<file path="config.mk">
export PLATFORM = sky130hd
export DESIGN_NAME = i2s_pcm_frame_deserializer_unit
export DESIGN_NICKNAME = d
export VERILOG_FILES = /design/src/design/i2sd_pkg.sv /design/src/design/i2sd_frame_mem.sv /design/src/design/i2sd_word_unit.sv /design/src/design/i2s_pcm_frame_deserializer_unit.sv
export SDC_FILE = /design/constraint.sdc
export NUM_CORES = 1
export LEC_CHECK = 0
export ABC_AREA = 0
export BUFFER_PORTS_ARGS = -buffer_cell sky130_fd_sc_hd__buf_4
export CORE_ASPECT_RATIO = 1.25
export CORE_UTILIZATION = 45
export DETAILED_ROUTE_END_ITERATION = 12
export SYNTH_ARGS = -nofsm -noshare
export SYNTH_HDL_FRONTEND = slang
export SYNTH_SLANG_ARGS = --single-unit
</file>
<file path="constraint.sdc">
create_clock -name clk -period 7 [get_ports clk]
set_clock_uncertainty 0.05 [all_clocks]
set_input_delay 0.7 -clock clk [delete_from_list [all_inputs] [get_ports clk]]
set_output_delay 0.7 -clock clk [all_outputs]
set_load 0.005 [all_outputs]
</file>
<file path="src/design/i2sd_pkg.sv">
`default_nettype none
package i2sd_pkg;

  localparam int MAX_FRAME_BITS_DEF = 256;
  localparam int WORD_W = 64;
  localparam int POS_W = 6;
  localparam int WB_W = 7;
  localparam int APB_ADDR_W = 5;
  localparam int APB_DATA_W = 32;

  typedef enum logic [2:0] {
    ST_IDLE,
    ST_CHECK,
    ST_READ,
    ST_DRAIN,
    ST_EMIT
  } seq_state_t;

  typedef enum logic [2:0] {
    KIND_CH_ONE   = 3'd0,
    KIND_CH_TWO   = 3'd1,
    KIND_UNEVEN   = 3'd2,
    KIND_SHORT    = 3'd3,
    KIND_OVERFLOW = 3'd4
  } kind_t;

  typedef enum logic [2:0] {
    REG_FRAME_LAYOUT  = 3'd0,
    REG_WORD_BITS     = 3'd1,
    REG_RIGHT_ALIGNED = 3'd2,
    REG_LSB_FIRST     = 3'd3,
    REG_WS_INVERTED   = 3'd4,
    REG_SIGNED_WORDS  = 3'd5,
    REG_ONE_BIT_DELAY = 3'd6
  } reg_idx_t;

  localparam logic [1:0] LAYOUT_ONE = 2'd0;
  localparam logic [1:0] LAYOUT_TWO = 2'd1;

  typedef struct packed {
    logic             clear;
    logic             issue;
    logic [POS_W-1:0] pos;
  } word_ctrl_t;

  function automatic logic [WB_W-1:0] eff_word_bits(input logic [WB_W-1:0] w);
    logic [WB_W-1:0] r;
    if (w == '0) begin
      r = WB_W'(1);
    end else if (w > WB_W'(WORD_W)) begin
      r = WB_W'(WORD_W);
    end else begin
      r = w;
    end
    return r;
  endfunction

endpackage
`default_nettype wire

</file>
<file path="src/design/i2sd_frame_mem.sv">
`default_nettype none
module i2sd_frame_mem
  import i2sd_pkg::*;
#(
  parameter int DEPTH  = MAX_FRAME_BITS_DEF,
  parameter int ADDR_W = $clog2(DEPTH)
) (
  input  wire logic              clk,
  input  wire logic              we,
  input  wire logic [ADDR_W-1:0] waddr,
  input  wire logic              wdata,
  input  wire logic              re,
  input  wire logic [ADDR_W-1:0] raddr,
  output logic                   rdata
);

  logic mem [DEPTH];

  always_ff @(posedge clk) begin
    if (we) begin
      mem[waddr] <= wdata;
    end
  end

  always_ff @(posedge clk) begin
    if (re) begin
      rdata <= mem[raddr];
    end
  end

endmodule
`default_nettype wire

</file>
<file path="src/design/i2sd_word_unit.sv">
`default_nettype none
module i2sd_word_unit
  import i2sd_pkg::*;
(
  input  wire logic              clk,
  input  wire logic              rst,
  input  wire word_ctrl_t        ctrl,
  input  wire logic              rd_bit,
  input  wire logic [WB_W-1:0]   wb_eff,
  input  wire logic              signed_words,
  output logic [WORD_W-1:0]      word
);

  logic              issue_d;
  logic [POS_W-1:0]  pos_d;
  logic [WORD_W-1:0] acc;
  logic [POS_W-1:0]  wb_m1;
  logic              ext;

  // read data arrives the cycle after its address
  always_ff @(posedge clk) begin
    if (rst) begin
      issue_d <= 1'b0;
    end else begin
      issue_d <= ctrl.issue;
    end
  end

  always_ff @(posedge clk) begin
    pos_d <= ctrl.pos;
    if (ctrl.clear) begin
      acc <= '0;
    end else if (issue_d) begin
      acc[pos_d] <= rd_bit;
    end
  end

  assign wb_m1 = POS_W'(wb_eff - WB_W'(1));
  assign ext   = signed_words && (wb_eff != WB_W'(WORD_W)) && acc[wb_m1];
  assign word  = ext ? (acc | ({WORD_W{1'b1}} << wb_eff)) : acc;

endmodule
`default_nettype wire

</file>
<file path="src/design/i2s_pcm_frame_deserializer_unit.sv">
// serial audio frame receiver
// s_* channel: one transfer per sampled bit-clock edge, s_tdata[0] is the data
//   line and s_tuser the word-select line
// m_* channel: decoded words, m_tuser holds kind and subframe, m_tlast marks the
//   final result of the input that closed a frame
// apb port: seven config registers at byte addresses 0..24, write only while idle
// an input that does not close a frame leaves the sequencer idle and s_tready
// stays high. a frame close runs a check step, then per subframe word_bits
// single-bit reads from the frame store, one drain step and one output step;
// an error close goes from check straight to output. the store has one read port.
// the output register lets the next bit be taken while a result waits, but a
// stalled m_tready holds the sequencer in its output step during a frame close
// reset: unlocked, waits for the first word-select rising edge, registers return
// to their defaults, m_tvalid drops
`default_nettype none
module i2s_pcm_frame_deserializer_unit
  import i2sd_pkg::*;
#(
  parameter int MAX_FRAME_BITS = MAX_FRAME_BITS_DEF
) (
  input  wire logic                  clk,
  input  wire logic                  rst,
  input  wire logic                  s_tvalid,
  output logic                       s_tready,
  input  wire logic [7:0]            s_tdata,  // [0] data_bit, rest zero
  input  wire logic                  s_tuser,  // [0] ws_bit
  output logic                       m_tvalid,
  input  wire logic                  m_tready,
  output logic [63:0]                m_tdata,  // [63:0] word_value
  output logic [4:0]                 m_tuser,  // [2:0] kind, [4:3] subframe
  output logic                       m_tlast,
  input  wire logic                  psel,
  input  wire logic                  penable,
  input  wire logic                  pwrite,
  input  wire logic [APB_ADDR_W-1:0] paddr,
  input  wire logic [APB_DATA_W-1:0] pwdata,
  output logic [APB_DATA_W-1:0]      prdata,
  output logic                       pready
);

  localparam int ADDR_W = $clog2(MAX_FRAME_BITS);
  localparam int CNT_W  = $clog2(MAX_FRAME_BITS + 1);
  localparam int CMP_W  = (CNT_W > WB_W) ? CNT_W : WB_W;

  // config registers
  logic [1:0]      frame_layout;
  logic [WB_W-1:0] word_bits;
  logic            right_aligned;
  logic            lsb_first;
  logic            ws_inverted;
  logic            signed_words;
  logic            one_bit_delay;
  logic            cfg_we;
  reg_idx_t        cfg_idx;

  // sequencer and frame state
  seq_state_t       state, state_next;
  logic [CNT_W-1:0] bit_count;
  logic             prev_ws;
  logic             locked;
  logic             overflowed;
  logic             pend_push;
  logic             pend_bit;
  logic [CNT_W-1:0] per;
  logic [CNT_W-1:0] base;
  logic [POS_W-1:0] j;
  logic [1:0]       sub;
  logic             err_mode;
  kind_t            err_kind;

  // output register
  logic [63:0] out_value;
  kind_t       out_kind;
  logic [1:0]  out_sub;
  logic        out_last;

  // combinational
  logic              in_acc;
  logic              din;
  logic              ws_edge;
  logic              push_en;
  logic              push_data;
  logic              restart;
  logic              emit_go;
  logic              store_full;
  logic              mem_we;
  logic [ADDR_W-1:0] mem_waddr;
  logic [ADDR_W-1:0] mem_raddr;
  logic              mem_rdata;
  word_ctrl_t        wctl;
  logic [WORD_W-1:0] word;
  logic [WB_W-1:0]   wb_eff;
  logic [POS_W-1:0]  wb_m1;
  logic [1:0]        part_shift;
  logic [1:0]        parts_m1;
  logic [CNT_W-1:0]  per_c;
  logic              uneven;
  logic              too_short;
  logic              chk_err;
  logic              last_sub;
  kind_t             chan_kind;

  assign pready  = 1'b1;
  assign cfg_we  = psel & penable & pwrite & pready;
  assign cfg_idx = reg_idx_t'(paddr[APB_ADDR_W-1:2]);

  always_comb begin
    prdata = '0;
    unique case (cfg_idx)
      REG_FRAME_LAYOUT:  prdata = APB_DATA_W'(frame_layout);
      REG_WORD_BITS:     prdata = APB_DATA_W'(word_bits);
      REG_RIGHT_ALIGNED: prdata = APB_DATA_W'(right_aligned);
      REG_LSB_FIRST:     prdata = APB_DATA_W'(lsb_first);
      REG_WS_INVERTED:   prdata = APB_DATA_W'(ws_inverted);
      REG_SIGNED_WORDS:  prdata = APB_DATA_W'(signed_words);
      REG_ONE_BIT_DELAY: prdata = APB_DATA_W'(one_bit_delay);
      default:           prdata = '0;
    endcase
  end

  always_ff @(posedge clk) begin
    if (rst) begin
      frame_layout  <= 2'd0;
      word_bits     <= WB_W'(16);
      right_aligned <= 1'b0;
      lsb_first     <= 1'b0;
      ws_inverted   <= 1'b0;
      signed_words  <= 1'b1;
      one_bit_delay <= 1'b1;
    end else if (cfg_we) begin
      unique case (cfg_idx)
        REG_FRAME_LAYOUT:  frame_layout  <= pwdata[1:0];
        REG_WORD_BITS:     word_bits     <= pwdata[WB_W-1:0];
        REG_RIGHT_ALIGNED: right_aligned <= pwdata[0];
        REG_LSB_FIRST:     lsb_first     <= pwdata[0];
        REG_WS_INVERTED:   ws_inverted   <= pwdata[0];
        REG_SIGNED_WORDS:  signed_words  <= pwdata[0];
        REG_ONE_BIT_DELAY: one_bit_delay <= pwdata[0];
        default: ;
      endcase
    end
  end

  // frame split arithmetic
  assign wb_eff     = eff_word_bits(word_bits);
  assign wb_m1      = POS_W'(wb_eff - WB_W'(1));
  assign part_shift = (frame_layout == LAYOUT_ONE) ? 2'd0 :
                      (frame_layout == LAYOUT_TWO) ? 2'd1 : 2'd2;
  assign parts_m1   = (frame_layout == LAYOUT_ONE) ? 2'd0 :
                      (frame_layout == LAYOUT_TWO) ? 2'd1 : 2'd3;
  assign per_c      = bit_count >> part_shift;
  assign uneven     = (bit_count[1:0] & parts_m1) != 2'd0;
  assign too_short  = CMP_W'(per_c) < CMP_W'(wb_eff);
  assign chk_err    = overflowed | uneven | too_short;
  assign last_sub   = (sub == parts_m1);
  assign chan_kind  = (sub[0] == ~ws_inverted) ? KIND_CH_ONE : KIND_CH_TWO;

  assign din        = s_tdata[0];
  assign ws_edge    = s_tuser & ~prev_ws;
  assign in_acc     = s_tvalid & s_tready;
  assign store_full = (bit_count == CNT_W'(MAX_FRAME_BITS));

  always_comb begin
    state_next = state;
    unique case (state)
      ST_IDLE: begin
        if (in_acc && locked && ws_edge) begin
          state_next = ST_CHECK;
        end
      end
      ST_CHECK: state_next = chk_err ? ST_EMIT : ST_READ;
      ST_READ: begin
        if (j == wb_m1) begin
          state_next = ST_DRAIN;
        end
      end
      ST_DRAIN: state_next = ST_EMIT;
      ST_EMIT: begin
        if (emit_go) begin
          state_next = (err_mode || last_sub) ? ST_IDLE : ST_READ;
        end
      end
      default: state_next = ST_IDLE;
    endcase
  end

  always_comb begin
    s_tready  = 1'b0;
    push_en   = 1'b0;
    push_data = din;
    restart   = 1'b0;
    emit_go   = 1'b0;
    wctl      = '0;
    unique case (state)
      ST_IDLE: begin
        s_tready = 1'b1;
        if (s_tvalid) begin
          if (!locked) begin
            if (ws_edge) begin
              restart = 1'b1;
              push_en = ~one_bit_delay;
            end
          end else if (!ws_edge || one_bit_delay) begin
            push_en = 1'b1;
          end
        end
      end
      ST_CHECK: wctl.clear = 1'b1;
      ST_READ: begin
        wctl.issue = 1'b1;
        wctl.pos   = lsb_first ? j : POS_W'(wb_m1 - j);
      end
      ST_DRAIN: ;
      ST_EMIT: begin
        emit_go = ~m_tvalid | m_tready;
        if (emit_go) begin
          if (err_mode || last_sub) begin
            // frame done, start the next one, with the held edge bit when one_bit_delay is off
            restart   = 1'b1;
            push_en   = pend_push;
            push_data = pend_bit;
          end else begin
            wctl.clear = 1'b1;
          end
        end
      end
      default: ;
    endcase
  end

  assign mem_we    = push_en & (restart | ~store_full);
  assign mem_waddr = restart ? '0 : bit_count[ADDR_W-1:0];
  assign mem_raddr = ADDR_W'(base + CNT_W'(j));

  always_ff @(posedge clk) begin
    if (rst) begin
      state      <= ST_IDLE;
      bit_count  <= '0;
      prev_ws    <= 1'b1;
      locked     <= 1'b0;
      overflowed <= 1'b0;
      pend_push  <= 1'b0;
      err_mode   <= 1'b0;
      m_tvalid   <= 1'b0;
    end else begin
      state <= state_next;
      if (in_acc) begin
        prev_ws <= s_tuser;
        if (ws_edge) begin
          locked <= 1'b1;
        end
      end
      if (restart) begin
        bit_count  <= push_en ? CNT_W'(1) : '0;
        overflowed <= 1'b0;
      end else if (push_en) begin
        if (store_full) begin
          overflowed <= 1'b1;
        end else begin
          bit_count <= CNT_W'(bit_count + CNT_W'(1));
        end
      end
      if (in_acc && locked && ws_edge) begin
        pend_push <= ~one_bit_delay;
      end
      if (state == ST_CHECK) begin
        err_mode <= chk_err;
      end
      if (emit_go) begin
        m_tvalid <= 1'b1;
      end else if (m_tready) begin
        m_tvalid <= 1'b0;
      end
    end
  end

  always_ff @(posedge clk) begin
    if (in_acc && ws_edge) begin
      pend_bit <= din;
    end
    unique case (state)
      ST_CHECK: begin
        per  <= per_c;
        base <= right_aligned ? CNT_W'(per_c - CNT_W'(wb_eff)) : '0;
        j    <= '0;
        sub  <= '0;
        if (overflowed) begin
          err_kind <= KIND_OVERFLOW;
        end else if (uneven) begin
          err_kind <= KIND_UNEVEN;
        end else begin
          err_kind <= KIND_SHORT;
        end
      end
      ST_READ: j <= POS_W'(j + POS_W'(1));
      ST_EMIT: begin
        if (emit_go && !err_mode && !last_sub) begin
          sub  <= sub + 2'd1;
          base <= CNT_W'(base + per);
          j    <= '0;
        end
      end
      default: ;
    endcase
    if (emit_go) begin
      out_kind  <= err_mode ? err_kind : chan_kind;
      out_sub   <= err_mode ? 2'd0 : sub;
      out_value <= err_mode ? 64'd0 : word;
      out_last  <= err_mode | last_sub;
    end
  end

  assign m_tdata = out_value;
  assign m_tuser = {out_sub, out_kind};
  assign m_tlast = out_last;

  i2sd_frame_mem #(
    .DEPTH  (MAX_FRAME_BITS),
    .ADDR_W (ADDR_W)
  ) u_mem (
    .clk   (clk),
    .we    (mem_we),
    .waddr (mem_waddr),
    .wdata (push_data),
    .re    (wctl.issue),
    .raddr (mem_raddr),
    .rdata (mem_rdata)
  );

  i2sd_word_unit u_word (
    .clk          (clk),
    .rst          (rst),
    .ctrl         (wctl),
    .rd_bit       (mem_rdata),
    .wb_eff       (wb_eff),
    .signed_words (signed_words),
    .word         (word)
  );

endmodule
`default_nettype wire

</file>
==> key figures, run 1 <==
Place
  • Number of port buffers: 97
  • GPL Wtd Cong: 0.882
  • Dpl hpwl: 36100 um
  • Placed cell count: 2601

Clocking
  • CTS tree: done
  • Setup bufs post-CTS: 0
  • # hold bufs at CTS: 0
  • CTS buffer count: 46
  • Worst-Skew Late Latency: 0.58 ns
  • CTS root buf: clkbuf_16
  • Worst-path clk slew: 0.06 ns
  • Clk buf depth: 3
  • H-tree levels: 2
  • CTS Sinks: 458
  • Post-CTS sizing: 0

Synthesis
  • Synthesized cell area: 22300 um^2
  • Synth Area in XOR/XNOR: 0.0138
  • Mux cell area share after synthesis: 0.119
  • Post-synthesis compound-gate area fraction: 0.0868
  • Unique cell type count in the Yosys netlist: 75
  • FFs w/ async S/R, synth: 0
  • Simple-Gate Fraction of Synth Area: 0.138
  • Cells after Synth: 1982
  • Syn Area/Cell: 11.2 um^2
  • Post-Synth Adder-Cell Area: 0.0216
  • YS warnings: 0
  • Largest family of logic cells by synthesized area: simple AND/OR/NAND/NOR gates
  • Post-synth EDFFs: 355
  • Top FF cell, synth: edfxtp_1
  • Sequential cell area fraction in the yosys report: 0.572
  • Seq cells post-synth: 458

Drt
  • DRC errors left: 0
  • Via/cell ratio: 5.68
  • Drt wl/cell: 20.9 um
  • Iter 0 DRT Violations: 1160
  • Vias: 15200
  • Antenna Violating Nets Remaining: 0
  • Routed wire length: 56000 um
  • Pre-antenna DRT Iters: 5

Setup path
  • Critical path capture point type: flip-flop
  • Critical Path Source Type: flip-flop
  • CP Max Fanout: 29
  • Critical path data arrival time: 5.74 ns
  • CP required: 7.23 ns
  • Critical path class: reg2reg

GRT
  • Initial antenna violation count: 0
  • Largest net degree at the start of global routing: 170
  • Vias in the first global route: 14800
  • GR Overflow Total: 0
  • First-pass GRT wire length: 86600 um
  • Total track usage: 0.223

Timing
  • Max-slew violation count: 0
  • Crit share post-route: 0.787
  • Unrepaired setup endpoints after global routing: no
  • Final hold violations: 0
  • Post-Route Setup TNS: 0 ns
  • Worst Max-Slew Pin Slew: 1.22 ns
  • Relative slew slack: 0.182
  • Setup violations, final: 0
  • Max Fclk: 182 MHz
  • Minimum clock period: 5.51 ns

Finish
  • Non-filler instance count after layout: 2685
  • Area Growth Syn to Fin: 12.0%
  • Ant. Diodes: 0
  • Register area: 12700 um^2
  • Multi-input gate area: 8600 um^2
  • # fillers: 4407
  • Fin nets: 2094
  • Layout cell share with drive strength beyond 1: 0.137

Power
  • Sw Pwr: 1170 uW
  • Clock power share: 0.457
  • PD cells: 229 nW/um^2
  • Sw frac: 0.206
  • Comb pwr share: 0.029
  • Sequential share of power: 0.513
  • Leak Pwr: 0.00842 uW
  • Maximum vdd drop: 0.244 mV
  • Internal power: 4530 uW

Die
  • Cell row count: 90
  • Core area: 48500 um^2
  • Starting density of the core: 0.459
  • Total Die Area: 50400 um^2
  • Number of top-level pins: 158
  • Die Wd: 201 um
  • Die H: 251 um

Min path
  • Worst Hold Class: in2reg

Flow run
  • Number of max-cap violations: 0

Run status
  • Status: finished clean
## power by group through the flow
stage          registers, uW  clock network (uW)  logic [uW]
3_3_place_gp            2990                   0         164
5_1_grt                 2930                2750         183
4_1_cts                 2930                2650         168
2_1_floorplan           2990                   0         127
3_5_place_dp            2990                   0         168
6_report                2930                2610         167
## placed cells by master, fill, tap and decap left out, drive strengths merged, types with 18 or more instances in the layout
cell type	n
nor3	20
mux2i	114
nor2	363
clkinv	20
o22ai	57
conb	26
o21ai	103
inv	99
buf	114
nor2b	24
dfxtp	103
nand3	89
mux4	66
a21oi	110
edfxtp	355
clkbuf	52
xor2	18
nand2	109
ha	32
## per-layer routing
| metal | global-route usage | wire [um] |
|---|---|---|
| met5 | 0 | 0 |
| met1 | 0.285 | 23400 |
| met4 | 0.0857 | 1810 |
| met2 | 0.383 | 28100 |
| met3 | 0.0315 | 2720 |
## per-stage QoR
stage | area (um^2) | util | worst slack (ns) | total power (uW) | hold WS [ns]
CTS | 24900 | 0.514 | 1.53 | 5750 | 0.238
floorplan | 22400 | - | 1.19 | 3110 | 0.400
global placement | 23400 | 0.481 | 1.60 | 3150 | 0.415
detailed placement | 23400 | 0.481 | 1.51 | 3150 | 0.420
finish | 24900 | 0.514 | 1.49 | 5700 | 0.268
global route | 24900 | 0.514 | 1.21 | 5860 | 0.242
## logic make-up after synthesis
kind of cell,Yosys count
and+or+nand+nor,686
DFF,458
AOI/OAI and AO/OA,324
buffers and inverters,260
muxes,181
adders and majority gates,36
xor gates and xnor gates,35
other,2
## Yosys cell counts, types with 4 or more instances
| master | instances | area (um^2) |
|---|---|---|
| mux2i_1 | 114 | 1140 |
| buf_1 | 26 | 97.6 |
| a21oi_1 | 110 | 551 |
| edfxtp_1 | 355 | 10700 |
| nand2_1 | 109 | 409 |
| nand3b_1 | 6 | 45.0 |
| o21ai_0 | 100 | 500 |
| nor2b_1 | 24 | 150 |
| o22ai_1 | 48 | 300 |
| dfxtp_1 | 103 | 2060 |
| buf_2 | 4 | 20.0 |
| buf_4 | 27 | 203 |
| nor3_1 | 19 | 95.1 |
| fa_1 | 4 | 80.1 |
| o22ai_2 | 9 | 113 |
| nor3b_1 | 8 | 60.1 |
| nand4_1 | 9 | 56.3 |
| inv_1 | 95 | 357 |
| xor2_1 | 18 | 158 |
| clkbuf_1 | 103 | 387 |
| nand2b_1 | 14 | 87.6 |
| ha_1 | 32 | 400 |
| nor2_1 | 363 | 1360 |
| and2_1 | 7 | 43.8 |
| o32ai_1 | 8 | 70.1 |
| nand3_1 | 89 | 445 |
| a21o_1 | 4 | 30.0 |
| o21a_1 | 7 | 52.6 |
| and3_1 | 10 | 62.6 |
| or3_1 | 4 | 25.0 |
| mux4_2 | 66 | 1490 |
| xnor2_1 | 17 | 149 |
## final timing paths
kind / from / cells past startpoint / endpoint / slack [ns]
hold / removal: s_tdata[0] / 1 / pend_bit$_DFFE_PP_ / 0.27
hold reg to reg: u_word.acc[52]$_SDFFE_PP0P_ / 2 / u_word.acc[52]$_SDFFE_PP0P_ / 0.43
setup / recovery: word_bits[4]$_SDFFE_PP1P_ / 12 / m_tdata[63]$_SDFFCE_PP0P_ / 1.49
setup reg to reg: word_bits[4]$_SDFFE_PP1P_ / 12 / m_tdata[63]$_SDFFCE_PP0P_ / 1.49
## worst max-delay path, cell delays in order (launching register included)
cell,delay [ns]
dfxtp_1,0.88
nor3_4,0.14
a22o_4,0.33
inv_2,0.43
ha_1,0.91
nor2b_1,0.30
nand2_1,0.14
mux2i_1,0.07
or4_1,0.55
a22oi_1,0.31
a311o_1,0.48
nand2b_1,0.43
o21ai_0,0.18
## cell type report
class / count / area share
Sequential cell: 458 / 0.510
Tap cell: 644 / 0.0323
Clock buffer: 52 / 0.0471
Multi-Input combinational cell: 1288 / 0.345
Timing Repair Buffer: 114 / 0.0343
Inverter: 97 / 0.0146
Clock inverter: 32 / 0.0164
## sequential cells by signal (all words and copies together) (netlist names), 2 cells and up
name	count
u_mem.mem	256
m_tdata	64
u_word.acc	64
bit_count	9
base	8
per	8
word_bits	7
j	6
u_word.pos_d	6
err_kind	3
out_kind	3
state	3
frame_layout	2
out_sub	2
sub	2
Power figures use the tool's default switching activity.
==> run 2, diff against run 1 <==
clock period = 4.48 ns   (was 7 ns; I/O delays follow)
==> run 2 against run 1 <==
Net effect:
- non-clock buffer count rose by 43
- critical path depth rose by 1
- register-to-register slack worse by 1.2 ns
- cell area grew 1.8%
- combinational power increased by 66%
- die area stayed put
- sequential share of layout area shrank 0.92 points
- global-route usage up 0.48 points
- power increased by 58%
- clock-buffer cell count is 5 higher
- critical path type unchanged
- critical endpoint is now m_tdata[39]$_SDFFCE_PP0P_
- largest cell class unchanged
- highest routed layer unchanged
==> key figures, run 2 (same netlist as run 1, synthesis figures left out) <==
Finish
  • Layout cell share with drive strength beyond 1: 0.155 (+0.0185)
  • Fin nets: 2139 (+2.1%)
  • Commonest non-fill, non-tap cell in the layout: nor2_1
  • Top reg by flops: u_mem.mem
  • Ant. Diodes: 0 (unchanged)
  • Commonest non-fill, non-tap cells in the layout: nor2_1 (362), edfxtp_1 (355), buf_4 (149), mux2i_1 (114), a21oi_1 (110)
  • Non-filler instance count after layout: 2732 (+1.8%)
  • Area Growth Syn to Fin: 14.1%
  • Number of flip-flops in the largest register: 256 (unchanged)

Timing
  • Minimum clock period: 4.23 ns (-1.27 ns)
  • Worst Max-Slew Pin Slew: 1.06 ns (-0.165 ns)
  • Max Fclk: 236 MHz (+30%)
  • Setup violations, final: 0 (unchanged)
  • Max-slew violation count: 0 (unchanged)
  • Final hold violations: 0 (unchanged)
  • Post-Route Setup TNS: 0 ns (unchanged)
  • Crit share post-route: 0.945 (+0.158)
  • Relative slew slack: 0.292 (+0.111)
  • Unrepaired setup endpoints after global routing: no

Drt
  • Routed wire length: 57600 um (+2.8%)
  • DRC errors left: 0 (unchanged)
  • Drt wl/cell: 21.1 um (+1.0%)
  • Iter 0 DRT Violations: 1181 (+1.8%)
  • Antenna Violating Nets Remaining: 0 (unchanged)
  • Vias: 15600 (+2.0%)
  • Pre-antenna DRT Iters: 5 (unchanged)
  • Via/cell ratio: 5.69 (+0.23%)

Die
  • Total Die Area: 50400 um^2 (unchanged)
  • Starting density of the core: 0.459 (unchanged)
  • Number of top-level pins: 158 (unchanged)
  • Core area: 48500 um^2 (unchanged)
  • Cell row count: 90 (unchanged)
  • Die H: 251 um (unchanged)
  • Die Wd: 201 um (unchanged)

Clocking
  • Worst-Skew Late Latency: 0.61 ns (+0.03 ns)
  • CTS buffer count: 48 (+4.3%)
  • Post-CTS sizing: 0 (unchanged)
  • CTS Sinks: 458 (unchanged)
  • CTS tree: done
  • Worst-path clk slew: 0.06 ns (about the same)
  • CTS root buf: clkbuf_16
  • # hold bufs at CTS: 1 (+1)
  • Clk buf depth: 3 (unchanged)
  • H-tree levels: 2 (unchanged)
  • Setup bufs post-CTS: 0 (unchanged)

Place
  • Dpl hpwl: 37000 um (+2.7%)
  • Placed cell count: 2643 (+1.6%)
  • GPL Wtd Cong: 0.890 (+0.92%)
  • Number of port buffers: 97 (unchanged)

Power
  • Leak Pwr: 0.00866 uW (+2.9%)
  • Maximum vdd drop: 0.305 mV (+25%)
  • PD cells: 354 nW/um^2 (+55%)

GRT
  • Vias in the first global route: 15400 (+3.5%)
  • Total track usage: 0.228 (+0.00483)
  • First-pass GRT wire length: 88400 um (+2.0%)
  • Initial antenna violation count: 0 (unchanged)
  • GR Overflow Total: 0 (unchanged)
  • Largest net degree at the start of global routing: 127 (-25%)

Min path
  • Worst Hold Class: in2reg

Setup path
  • Critical path class: reg2reg
  • Critical path capture point type: flip-flop
  • Cell Chain, Critical Path: nor4_4 > a22o_4 > inv_2 > ha_1 > ha_1 > and2_0 > nand2_1 > mux2i_1 > or4_1 > a22oi_1 > a311o_1 > nand2b_1 > o22ai_1
  • Critical path data arrival time: 4.51 ns (-1.23 ns)
  • Crit-path max cell delay: 0.53 ns (-0.38 ns)
  • CP required: 4.76 ns (-2.47 ns)
  • Critical Path Source Type: flip-flop
  • Crit path max-delay cell type: or4_1
  • CP Max Fanout: 9 (-69%)
  • Most frequent CP cell: ha_1

Flow run
  • Number of max-cap violations: 0 (unchanged)

Run status
  • Status: finished clean
## run 2: changes by cell type in the layout (fill, tap and decap cells not counted), sizes merged, moves of 2 or more
| cell | change |
|---|---|
| buf | +42 |
| clkinvlp | +4 |
| clkbuf | +5 |
| bufinv | -2 |
| clkinv | -2 |
## run 2: final timing paths
kind                                             startpoint                          end  slack [ns]  depth (start not counted)
worst min register to register  u_word.acc[26]$_SDFFE_PP0P_  u_word.acc[26]$_SDFFE_PP0P_        0.43                          2
worst max-delay path              word_bits[0]$_SDFFE_PP0P_    m_tdata[39]$_SDFFCE_PP0P_        0.25                         13
worst max register to register    word_bits[0]$_SDFFE_PP0P_    m_tdata[39]$_SDFFCE_PP0P_        0.25                         13
worst min-delay path                              pwdata[4]    word_bits[4]$_SDFFE_PP1P_        0.03                          2
## run 2: cell type report
class                      instances  area (um^2)
fill                            4355        23100
multi-input combinational       1288         8600
tap                              644          806
clock buffer                      57         1280
clock inverter                    31          349
inverter                          97          364
timing repair buffer             157         1270
sequential                       458        12700
## run 2: per-stage QoR
| stage | utilization | area [um^2] | hold slack (ns) | total power (uW) | worst slack (ns) |
|---|---|---|---|---|---|
| 6_report | 0.523 | 25400 | 0.0287 | 8990 | 0.246 |
| 5_1_grt | 0.523 | 25400 | 0.0246 | 9220 | 0.0429 |
| 4_1_cts | 0.523 | 25400 | 0.00607 | 9060 | 0.278 |
| 3_5_place_dp | 0.489 | 23800 | 0.418 | 4940 | 0.268 |
| 3_3_place_gp | 0.489 | 23800 | 0.412 | 4930 | 0.324 |
| 2_1_floorplan | - | 22400 | 0.400 | 4860 | 0.284 |
## run 2: layer usage
metal / GRT usage / vias up / wire [um]
met1: 0.283 / 7679 / 23400
met5: 0 / - / 0
met4: 0.109 / 0 / 2290
li1: - / 7225 / -
met3: 0.0299 / 128 / 3200
met2: 0.393 / 519 / 28700
## run 2: report_power, final
| group | switching, uW | internal (uW) |
|---|---|---|
| Combinational | 168 | 110 |
| Sequential | 7.18 | 4560 |
| Clock | 1690 | 2440 |
## run 2: worst max-delay path: cells and delay by family, from the launching register on
family | cells | cell delay (ns)
mux | 1 | 0.07
flops | 1 | 0.39
fa+ha+maj | 2 | 0.65
compound gates | 4 | 1.08
buf+inv | 1 | 0.03
simple gates | 5 | 1.69
